[config.mk]
export PLATFORM = sky130hd
export DESIGN_NAME = battery_gauge_average_interpolate
export DESIGN_NICKNAME = d
export VERILOG_FILES = /design/src/hw/rtl/bgai_pkg.sv /design/src/hw/rtl/bgai_ctrl.sv /design/src/hw/rtl/bgai_dp.sv /design/src/hw/rtl/battery_gauge_average_interpolate.sv
export SDC_FILE = /design/constraint.sdc
export NUM_CORES = 1
export LEC_CHECK = 0
export BUFFER_PORTS_ARGS = -buffer_cell sky130_fd_sc_hd__buf_2
export CAP_MARGIN = 20
export CORE_ASPECT_RATIO = 1.5
export CORE_MARGIN = 2
export CORE_UTILIZATION = 50
export CTS_CLUSTER_DIAMETER = 100
export DETAILED_ROUTE_END_ITERATION = 8
export GPL_ROUTABILITY_DRIVEN = 0
export PLACE_DENSITY_LB_ADDON = 0.25
export SETUP_SLACK_MARGIN = 0.2
export SLEW_MARGIN = 20
export SYNTH_ARGS = -nofsm -noshare
export SYNTH_HDL_FRONTEND = slang
export SYNTH_HIERARCHICAL = 1
export SYNTH_SLANG_ARGS = --single-unit
[constraint.sdc]
create_clock -name clk -period 8.65 [get_ports clk]
set_input_delay 0.865 -clock clk [delete_from_list [all_inputs] [get_ports clk]]
set_output_delay 0.865 -clock clk [all_outputs]
set_load 0.02 [all_outputs]
[src/hw/rtl/bgai_pkg.sv]
// Shared types and constants of the battery gauge.
`default_nettype none
package bgai_pkg;

  localparam int SAMPLE_W   = 12;
  localparam int PCT_W      = 7;
  localparam int NUM_BREAKS = 6;
  localparam int CFG_IDX_W  = 3;
  localparam int NUM_W      = SAMPLE_W + 5;

  localparam logic [PCT_W-1:0] STEP_PCT = 7'd20;
  localparam logic [PCT_W-1:0] PCT_ZERO = 7'd0;
  localparam logic [PCT_W-1:0] PCT_FULL = 7'd100;

  localparam logic [SAMPLE_W-1:0] MEAN_RESET = 12'd0;

  typedef logic [SAMPLE_W-1:0] brk_arr_t [NUM_BREAKS];

  localparam brk_arr_t BREAK_RESET = '{
    12'd1970, 12'd2062, 12'd2154, 12'd2246, 12'd2338, 12'd2430
  };

  typedef struct packed {
    logic load;
    logic sum_run;
    logic div_start_mean;
    logic div_run;
    logic commit_mean;
    logic map_run;
    logic commit_pct;
    logic out_load;
  } bgai_cmd_t;

  typedef struct packed {
    logic sum_done;
    logic div_done;
    logic need_div;
  } bgai_sts_t;

endpackage
`default_nettype wire

[src/hw/rtl/bgai_ctrl.sv]
// Sequencing controller of the battery gauge.
`default_nettype none
module bgai_ctrl
  import bgai_pkg::*;
(
  input  wire logic      clk,
  input  wire logic      rst_n,
  input  wire logic      in_valid,
  input  wire logic      in_sample_valid,
  output logic           in_stall,
  output logic           out_valid,
  input  wire logic      out_stall,
  input  wire bgai_sts_t sts,
  output bgai_cmd_t      cmd
);

  typedef enum logic [5:0] {
    ST_IDLE = 6'b000001,
    ST_SUM  = 6'b000010,
    ST_DIVM = 6'b000100,
    ST_MAP  = 6'b001000,
    ST_DIVP = 6'b010000,
    ST_OUT  = 6'b100000
  } state_t;

  state_t state_r, state_nxt;
  logic   out_valid_r, out_valid_nxt;
  logic   accept;
  logic   out_free;

  assign in_stall  = (state_r != ST_IDLE);
  assign accept    = in_valid && (state_r == ST_IDLE);
  assign out_free  = !out_valid_r || !out_stall;
  assign out_valid = out_valid_r;

  always_comb begin
    state_nxt = state_r;
    cmd       = '0;
    unique case (state_r)
      ST_IDLE: begin
        if (accept) begin
          cmd.load  = 1'b1;
          state_nxt = in_sample_valid ? ST_SUM : ST_OUT;
        end
      end
      ST_SUM: begin
        cmd.sum_run = 1'b1;
        if (sts.sum_done) begin
          cmd.div_start_mean = 1'b1;
          state_nxt          = ST_DIVM;
        end
      end
      ST_DIVM: begin
        cmd.div_run = 1'b1;
        if (sts.div_done) begin
          cmd.commit_mean = 1'b1;
          state_nxt       = ST_MAP;
        end
      end
      ST_MAP: begin
        cmd.map_run = 1'b1;
        state_nxt   = sts.need_div ? ST_DIVP : ST_OUT;
      end
      ST_DIVP: begin
        cmd.div_run = 1'b1;
        if (sts.div_done) begin
          cmd.commit_pct = 1'b1;
          state_nxt      = ST_OUT;
        end
      end
      ST_OUT: begin
        if (out_free) begin
          cmd.out_load = 1'b1;
          state_nxt    = ST_IDLE;
        end
      end
      default: state_nxt = ST_IDLE;
    endcase
  end

  always_comb begin
    out_valid_nxt = out_valid_r;
    if (cmd.out_load) begin
      out_valid_nxt = 1'b1;
    end else if (!out_stall) begin
      out_valid_nxt = 1'b0;
    end
  end

  always_ff @(posedge clk) begin
    if (!rst_n) begin
      state_r     <= ST_IDLE;
      out_valid_r <= 1'b0;
    end else begin
      state_r     <= state_nxt;
      out_valid_r <= out_valid_nxt;
    end
  end

endmodule
`default_nettype wire

[src/hw/rtl/bgai_dp.sv]
// Datapath of the battery gauge: history ring, sum, shared divider, mapping.
`default_nettype none
module bgai_dp
  import bgai_pkg::*;
#(
  parameter int HISTORY_DEPTH = 3
) (
  input  wire logic                  clk,
  input  wire logic                  rst_n,
  input  wire bgai_cmd_t             cmd,
  output bgai_sts_t                  sts,
  input  wire logic [SAMPLE_W-1:0]   in_sample,
  input  wire logic                  in_sample_valid,
  input  wire logic                  in_charge_pin,
  input  wire logic                  cfg_we,
  input  wire logic [CFG_IDX_W-1:0]  cfg_index,
  input  wire logic [SAMPLE_W-1:0]   cfg_wdata,
  output logic [PCT_W-1:0]           out_percent,
  output logic [SAMPLE_W-1:0]        out_mean_sample,
  output logic                       out_charging
);

  localparam int CNT_W = $clog2(HISTORY_DEPTH + 1);
  localparam int IDX_W = (HISTORY_DEPTH > 1) ? $clog2(HISTORY_DEPTH) : 1;
  localparam int SUM_W = SAMPLE_W + CNT_W;
  localparam int DIV_W = (SUM_W > NUM_W) ? SUM_W : NUM_W;
  localparam int DVS_W = SAMPLE_W;
  localparam int DC_W  = $clog2(DIV_W + 1);

  localparam logic [IDX_W-1:0] LAST_SLOT = IDX_W'(HISTORY_DEPTH - 1);
  localparam logic [CNT_W-1:0] FULL_CNT  = CNT_W'(HISTORY_DEPTH);

  // Breakpoint registers
  logic [SAMPLE_W-1:0] brk_r [NUM_BREAKS];

  always_ff @(posedge clk) begin
    if (!rst_n) begin
      brk_r <= BREAK_RESET;
    end else begin
      for (int i = 0; i < NUM_BREAKS; i++) begin
        if (cfg_we && (cfg_index == CFG_IDX_W'(i))) begin
          brk_r[i] <= cfg_wdata;
        end
      end
    end
  end

  // History ring
  logic [SAMPLE_W-1:0] ring_mem [HISTORY_DEPTH];
  logic [IDX_W-1:0]    wr_slot_r;
  logic [CNT_W-1:0]    fill_r;
  logic [CNT_W-1:0]    rd_idx_r;
  logic                rd_vld_r;
  logic [SAMPLE_W-1:0] rd_data_r;
  logic [SUM_W-1:0]    sum_r;
  logic                ring_wr;
  logic                rd_issue;

  assign ring_wr  = cmd.load && in_sample_valid;
  assign rd_issue = cmd.sum_run && (rd_idx_r != fill_r);

  always_ff @(posedge clk) begin
    if (ring_wr) begin
      ring_mem[wr_slot_r] <= in_sample;
    end
    if (rd_issue) begin
      rd_data_r <= ring_mem[rd_idx_r[IDX_W-1:0]];
    end
  end

  always_ff @(posedge clk) begin
    if (!rst_n) begin
      wr_slot_r <= '0;
      fill_r    <= '0;
      rd_idx_r  <= '0;
      rd_vld_r  <= 1'b0;
    end else begin
      if (ring_wr) begin
        wr_slot_r <= (wr_slot_r == LAST_SLOT) ? '0 : wr_slot_r + 1'b1;
        if (fill_r != FULL_CNT) begin
          fill_r <= fill_r + 1'b1;
        end
      end
      if (cmd.load) begin
        rd_idx_r <= '0;
        rd_vld_r <= 1'b0;
      end else begin
        rd_vld_r <= rd_issue;
        if (rd_issue) begin
          rd_idx_r <= rd_idx_r + 1'b1;
        end
      end
    end
  end

  // Accumulate one entry per cycle, in the cycle after its read
  always_ff @(posedge clk) begin
    if (cmd.load) begin
      sum_r <= '0;
    end else if (rd_vld_r) begin
      sum_r <= sum_r + SUM_W'(rd_data_r);
    end
  end

  assign sts.sum_done = (rd_idx_r == fill_r) && !rd_vld_r;

  // Segment search over the current mean
  logic [SAMPLE_W-1:0] last_mean_r;
  logic [PCT_W-1:0]    last_pct_r;
  logic                seg_hit;
  logic [PCT_W-1:0]    seg_base;
  logic [SAMPLE_W-1:0] seg_lo;
  logic [SAMPLE_W-1:0] seg_hi;
  logic [SAMPLE_W-1:0] seg_diff;
  logic [NUM_W-1:0]    seg_num;
  logic [PCT_W-1:0]    direct_pct;
  logic                need_div;

  always_comb begin
    seg_hit  = 1'b0;
    seg_base = PCT_ZERO;
    seg_lo   = brk_r[0];
    seg_hi   = brk_r[1];
    // Walk downward so the lowest matching segment wins
    for (int i = NUM_BREAKS - 2; i >= 0; i--) begin
      if ((last_mean_r >= brk_r[i]) && (last_mean_r < brk_r[i+1])) begin
        seg_hit  = 1'b1;
        seg_base = PCT_W'(i * 20);
        seg_lo   = brk_r[i];
        seg_hi   = brk_r[i+1];
      end
    end
  end

  always_comb begin
    need_div   = 1'b0;
    direct_pct = PCT_FULL;
    if (last_mean_r < brk_r[0]) begin
      direct_pct = PCT_ZERO;
    end else if (last_mean_r >= brk_r[NUM_BREAKS-1]) begin
      direct_pct = PCT_FULL;
    end else if (seg_hit) begin
      need_div = 1'b1;
    end
  end

  assign seg_diff     = last_mean_r - seg_lo;
  assign seg_num      = NUM_W'({seg_diff, 4'b0000}) + NUM_W'({seg_diff, 2'b00});
  assign sts.need_div = need_div;

  // Shared restoring divider, one quotient bit per cycle
  logic [DIV_W-1:0] div_quo_r;
  logic [DVS_W-1:0] div_rem_r;
  logic [DVS_W-1:0] div_dvs_r;
  logic [DC_W-1:0]  div_cnt_r;
  logic [DVS_W:0]   div_sh;
  logic [DVS_W:0]   div_diff;
  logic             div_ge;
  logic             div_start;
  logic [PCT_W-1:0] base_r;

  assign div_sh       = {div_rem_r, div_quo_r[DIV_W-1]};
  assign div_diff     = div_sh - {1'b0, div_dvs_r};
  assign div_ge       = (div_sh >= {1'b0, div_dvs_r});
  assign div_start    = cmd.div_start_mean || (cmd.map_run && need_div);
  assign sts.div_done = (div_cnt_r == '0);

  always_ff @(posedge clk) begin
    if (!rst_n) begin
      div_cnt_r <= '0;
    end else if (div_start) begin
      div_cnt_r <= DC_W'(DIV_W);
    end else if (cmd.div_run && !sts.div_done) begin
      div_cnt_r <= div_cnt_r - 1'b1;
    end
  end

  always_ff @(posedge clk) begin
    if (cmd.div_start_mean) begin
      div_quo_r <= DIV_W'(sum_r);
      div_dvs_r <= DVS_W'(fill_r);
      div_rem_r <= '0;
    end else if (cmd.map_run && need_div) begin
      div_quo_r <= DIV_W'(seg_num);
      div_dvs_r <= seg_hi - seg_lo;
      div_rem_r <= '0;
      base_r    <= seg_base;
    end else if (cmd.div_run && !sts.div_done) begin
      div_rem_r <= div_ge ? div_diff[DVS_W-1:0] : div_sh[DVS_W-1:0];
      div_quo_r <= {div_quo_r[DIV_W-2:0], div_ge};
    end
  end

  // Held level and mean
  always_ff @(posedge clk) begin
    if (!rst_n) begin
      last_mean_r <= MEAN_RESET;
      last_pct_r  <= PCT_FULL;
    end else begin
      if (cmd.commit_mean) begin
        last_mean_r <= div_quo_r[SAMPLE_W-1:0];
      end
      if (cmd.map_run && !need_div) begin
        last_pct_r <= direct_pct;
      end else if (cmd.commit_pct) begin
        last_pct_r <= base_r + div_quo_r[PCT_W-1:0];
      end
    end
  end

  // Charging flag and output register
  logic                charging_r;
  logic [PCT_W-1:0]    out_pct_r;
  logic [SAMPLE_W-1:0] out_mean_r;
  logic                out_chg_r;

  always_ff @(posedge clk) begin
    if (cmd.load) begin
      charging_r <= in_charge_pin;
    end
    if (cmd.out_load) begin
      out_pct_r  <= last_pct_r;
      out_mean_r <= last_mean_r;
      out_chg_r  <= charging_r;
    end
  end

  assign out_percent     = out_pct_r;
  assign out_mean_sample = out_mean_r;
  assign out_charging    = out_chg_r;

endmodule
`default_nettype wire

[src/hw/rtl/battery_gauge_average_interpolate.sv]
// Top level of the battery gauge: averaging and piecewise-linear level mapping.
`default_nettype none
// Each request is one tick: a 12-bit ADC sample, a flag that says whether the
// read succeeded, and the charger pin. Every request yields exactly one result
// with the battery percentage, the mean sample and the charging flag. A valid
// sample is pushed into a ring of the last HISTORY_DEPTH samples; the filled
// entries are summed one per cycle and divided by the fill count, and the mean
// is mapped through six breakpoints (0, 20, ..., 100 percent) with a truncated
// interpolation quotient. An invalid sample leaves mean and level as they were
// and its result goes directly to the output register stage once the request
// is taken. A valid sample is handled in order by summing the ring, a pass of
// the shared one-bit-per-cycle divider for the mean (17 quotient bits), the
// segment search, a second divider pass for the interpolation step when the
// mean falls inside a segment (skipped when the mean clamps at either end),
// and the load of the output register. A result also waits while the previous
// one is still held by out_stall. One request is in flight at a time and the
// next one is taken from the cycle after the result is loaded; a finished
// result sits in the output register, so the next request is taken while the
// previous result still waits on out_stall. Breakpoints are to be written
// through the cfg port at indexes 0 to 5 only while the block is idle; the
// block itself does not enforce this. Indexes beyond that are ignored.
module battery_gauge_average_interpolate
  import bgai_pkg::*;
#(
  parameter int HISTORY_DEPTH = 3
) (
  input  wire logic                 clk,
  input  wire logic                 rst_n,
  input  wire logic                 in_valid,
  output logic                      in_stall,
  input  wire logic [SAMPLE_W-1:0]  in_sample,
  input  wire logic                 in_sample_valid,
  input  wire logic                 in_charge_pin,
  output logic                      out_valid,
  input  wire logic                 out_stall,
  output logic [PCT_W-1:0]          out_percent,
  output logic [SAMPLE_W-1:0]       out_mean_sample,
  output logic                      out_charging,
  input  wire logic                 cfg_we,
  input  wire logic [CFG_IDX_W-1:0] cfg_index,
  input  wire logic [SAMPLE_W-1:0]  cfg_wdata
);

  bgai_cmd_t cmd;
  bgai_sts_t sts;

  // Sequence each valid request through sum, mean divide, map and, when needed, level divide
  bgai_ctrl u_ctrl (
    .clk             (clk),
    .rst_n           (rst_n),
    .in_valid        (in_valid),
    .in_sample_valid (in_sample_valid),
    .in_stall        (in_stall),
    .out_valid       (out_valid),
    .out_stall       (out_stall),
    .sts             (sts),
    .cmd             (cmd)
  );

  // Hold the ring, the breakpoints, the divider and the output register
  bgai_dp #(
    .HISTORY_DEPTH (HISTORY_DEPTH)
  ) u_dp (
    .clk             (clk),
    .rst_n           (rst_n),
    .cmd             (cmd),
    .sts             (sts),
    .in_sample       (in_sample),
    .in_sample_valid (in_sample_valid),
    .in_charge_pin   (in_charge_pin),
    .cfg_we          (cfg_we),
    .cfg_index       (cfg_index),
    .cfg_wdata       (cfg_wdata),
    .out_percent     (out_percent),
    .out_mean_sample (out_mean_sample),
    .out_charging    (out_charging)
  );

  // A taken request makes the block busy on the next cycle
  a_accept_busy: assert property (@(posedge clk) disable iff (!rst_n)
    (in_valid && !in_stall) |=> in_stall)
    else $error("request taken but block not busy");

  // The level never exceeds full scale
  a_pct_range: assert property (@(posedge clk) disable iff (!rst_n)
    out_valid |-> (out_percent <= PCT_FULL))
    else $error("percent above full scale");

  // The shared divider is only started when it is free
  a_div_free: assert property (@(posedge clk) disable iff (!rst_n)
    (cmd.div_start_mean || (cmd.map_run && sts.need_div)) |-> sts.div_done)
    else $error("divider restarted while busy");

endmodule
`default_nettype wire

==> impl_metrics.json <==
{
  "nets": 1908,
  "antenna_left": 0,
  "numPortBuffers": 55,
  "yosysMostFrequentCell": "nand2_1",
  "grt_pass1_wl_um": 66100,
  "path_max_fanout": 17,
  "finalCritPeriodShare_pct": 84.8,
  "routedWlPerCell_um": 19.2,
  "grt-ovfl-total": 0,
  "slowest_delay_ns": 0.88,
  "fin_worst_skew_ns": 0.0226,
  "antenna_found_initial": 0,
  "hold_start": "u_dp/last_pct_r[5]",
  "synth_warnings": 6,
  "drt_iter0_drc": 719,
  "path_class": "flip-flop to flip-flop",
  "max-vdd-ir-drop_mv": 0.170,
  "holdBufCountCts": 0,
  "whs_ns": 0.433,
  "pre_cts_ws_ns": 1.59,
  "clk_latency_ns": 0.56,
  "viasPerCell": 5.87,
  "place_hpwl_um": 31600,
  "diodes": 0,
  "cp-start-kind": "flip-flop",
  "yosysUniqueCellTypes": 88,
  "rows": 77,
  "die_w_um": 146,
  "drc": 0,
  "syn_avg_cell_area_sq_um": 8.74,
  "ys_ff_latch": 238,
  "utilization_pct": 55.7,
  "max_freq_ghz": 0.136,
  "p_per_area_nw_per_um2": 162,
  "maxCapViolations": 0,
  "ys_seq_area_share_pct": 37.6,
  "core_sq_um": 29600,
  "area_growth_pct": 9.59,
  "hold_depth": 0,
  "rrSetupSlack_ns": 1.31,
  "relSlewSlack_pct": 29.7,
  "hp-class": "flip-flop to flip-flop",
  "cp.arrival_ns": 7.79,
  "worst_pin_slew_ns": 1.05,
  "rsz0062_at_grt": "false",
  "critPathRequiredTime_ns": 9.11,
  "grt_pass1_vias": 12300,
  "multiInputGateArea_sq_um": 8580,
  "cts-htree-levels": 1,
  "setup_viol": 0,
  "synth_area_leader_cell": "dfxtp_1",
  "drv_slew": 0,
  "die_h_um": 216,
  "outcome": "completed",
  "finalHoldViolCount": 0,
  "start_util_pct": 50.9,
  "post_cts_buffers": 0,
  "synth_top_area_share_pct": 19.8,
  "fill_cells": 2713,
  "netlist_instances": 1721,
  "p_leak_uw": 0.00671,
  "tritoncts": "yes",
  "r2r-start": "u_dp/last_mean_r[2]",
  "dr.pass1.iters": 5,
  "via_count": 12600,
  "setup_slack_ns": 1.31,
  "synthesis.nets": 1890,
  "clk_pin_slew_ns": 0.07,
  "syn_area_sq_um": 15000,
  "cts_buffers": 25,
  "synthTopCellsByCount": "256 x nand2_1, 149 x dfxtp_1, 131 x ha_1",
  "cts.sinks": 238,
  "regArea_sq_um": 5660,
  "fin_crit_ns": 7.34,
  "drive_gt1_share_pct": 8.99,
  "dieArea_sq_um": 31500,
  "rr_worst_depth": 28,
  "reg2reg_to": "u_dp/div_quo_r[14]",
  "end_kind": "flip-flop",
  "grt_max_degree": 105,
  "whs_endpoint": "u_dp/out_percent[5]",
  "ctsResizeCount": 0,
  "drt-total-wl_um": 41400,
  "io_pins": 56,
  "synthArstFlopShare_pct": 0,
  "cts_buffer_depth": 3,
  "finalSetupTns_ns": 0,
  "synth_edf_count": 89,
  "grt_use_total_pct": 26.3,
  "netlist_top_cells_area": "dfxtp_1 20%, edfxtp_1 18%, ha_1 11%, nand2_1 6.4%, a21oi_1 3.6%",
  "worst_path_max_delay_cell": "dfxtp_1",
  "ys.flop_type": "dfxtp_1",
  "cts-root-buf": "clkbuf_16"
}
==> cells by family after synthesis <==
kind of cell,Yosys count,synth area share (%)
simple gates,555,16.9
xor+xnor,57,3.32
fa+ha+maj,137,11.6
compound gates,471,21.4
buf+inv,209,5.57
flops,238,37.6
mux,54,3.62
==> layer usage <==
| metal | global-route usage (%) | vias to the layer above | share of wire [%] |
|---|---|---|---|
| met3 | 2.25 | 121 | 3.3 |
| li1 | - | 6226 | - |
| met5 | 0 | - | 0 |
| met2 | 47.3 | 326 | 50 |
| met1 | 29.3 | 5960 | 39 |
| met4 | 18.2 | 0 | 7.6 |
==> state kept, by name, indices dropped and copies added (netlist names), 4 cells and up <==
| signal | count |
|---|---|
| u_dp/brk_r | 72 |
| u_dp/div_cnt_r | 5 |
| u_dp/rd_data_r | 12 |
| u_dp/out_mean_sample | 12 |
| u_dp/div_quo_r | 17 |
| u_dp/ring_mem | 36 |
| u_dp/sum_r | 14 |
| u_dp/last_mean_r | 12 |
| u_dp/base_r | 4 |
| u_dp/last_pct_r | 7 |
| u_ctrl/state_r | 6 |
| u_dp/div_rem_r | 12 |
| u_dp/out_percent | 7 |
| u_dp/div_dvs_r | 12 |
==> area by class of cell <==
type | count | area share, %
Clock inverter | 21 | 1.40
Timing Repair Buffer | 76 | 2.63
Tap cell | 395 | 3.00
Clock buffer | 25 | 3.80
Multi-Input combinational cell | 1274 | 52.0
Inverter | 124 | 2.82
Sequential cell | 238 | 34.3
==> per-stage QoR <==
| stage | power [uW] | std cells | instance area (sq um) |
|---|---|---|---|
| after floorplan | 1470 | 1721 | 15000 |
| after global placement | 1550 | 2107 | 15600 |
| after detailed placement | 1560 | 2107 | 15600 |
| after CTS | 2690 | 2153 | 16500 |
| after global routing | 2770 | 2153 | 16500 |
| final | 2660 | 2153 | 16500 |
==> cell usage in the layout, fill, tap and decap left out, types with 8 or more instances in the layout <==
master	count
xor2_1	16
nand3_1	24
nor3_1	19
a311oi_1	20
nor2_1	122
dfxtp_1	149
a21oi_1	107
buf_4	21
mux2i_1	51
and3_1	9
clkinv_2	8
a21boi_0	46
edfxtp_1	89
ha_1	131
buf_2	55
nand2b_1	14
a211oi_1	47
xnor2_1	41
nor2b_1	31
nand2_1	256
o211ai_1	54
clkbuf_16	25
inv_1	123
nand4_1	18
a21o_1	24
and2_1	13
o21ai_0	81
==> worst max path at each step <==
stage | depth (start not counted) | from | to
floorplan | 28 | u_dp/last_mean_r[3] | u_dp/div_quo_r[12]
global placement | 28 | u_dp/last_mean_r[2] | u_dp/div_quo_r[14]
detailed placement | 24 | u_dp/last_mean_r[8] | u_dp/div_quo_r[14]
CTS | 24 | u_dp/last_mean_r[8] | u_dp/div_quo_r[14]
global route | 27 | u_dp/last_mean_r[8] | u_dp/div_quo_r[13]
finish | 28 | u_dp/last_mean_r[2] | u_dp/div_quo_r[14]
==> worst max-delay path: cells and delay by family, from the launching register on <==
kind                     cells  cell delay [ns]
AO/OA/AOI/OAI               20             4.23
adder cells (fa/ha/maj)      3             1.23
flip-flops                   1             0.88
AND/OR/NAND/NOR              4             0.65
buffers and inverters        1             0.23
==> report_power, final <==
part | switching (uW) | internal, uW
Clock | 469 | 654
Sequential | 26.5 | 1200
Combinational | 191 | 124
Total | 687 | 1980
Note: power is estimated with default switching activity, not from simulation.
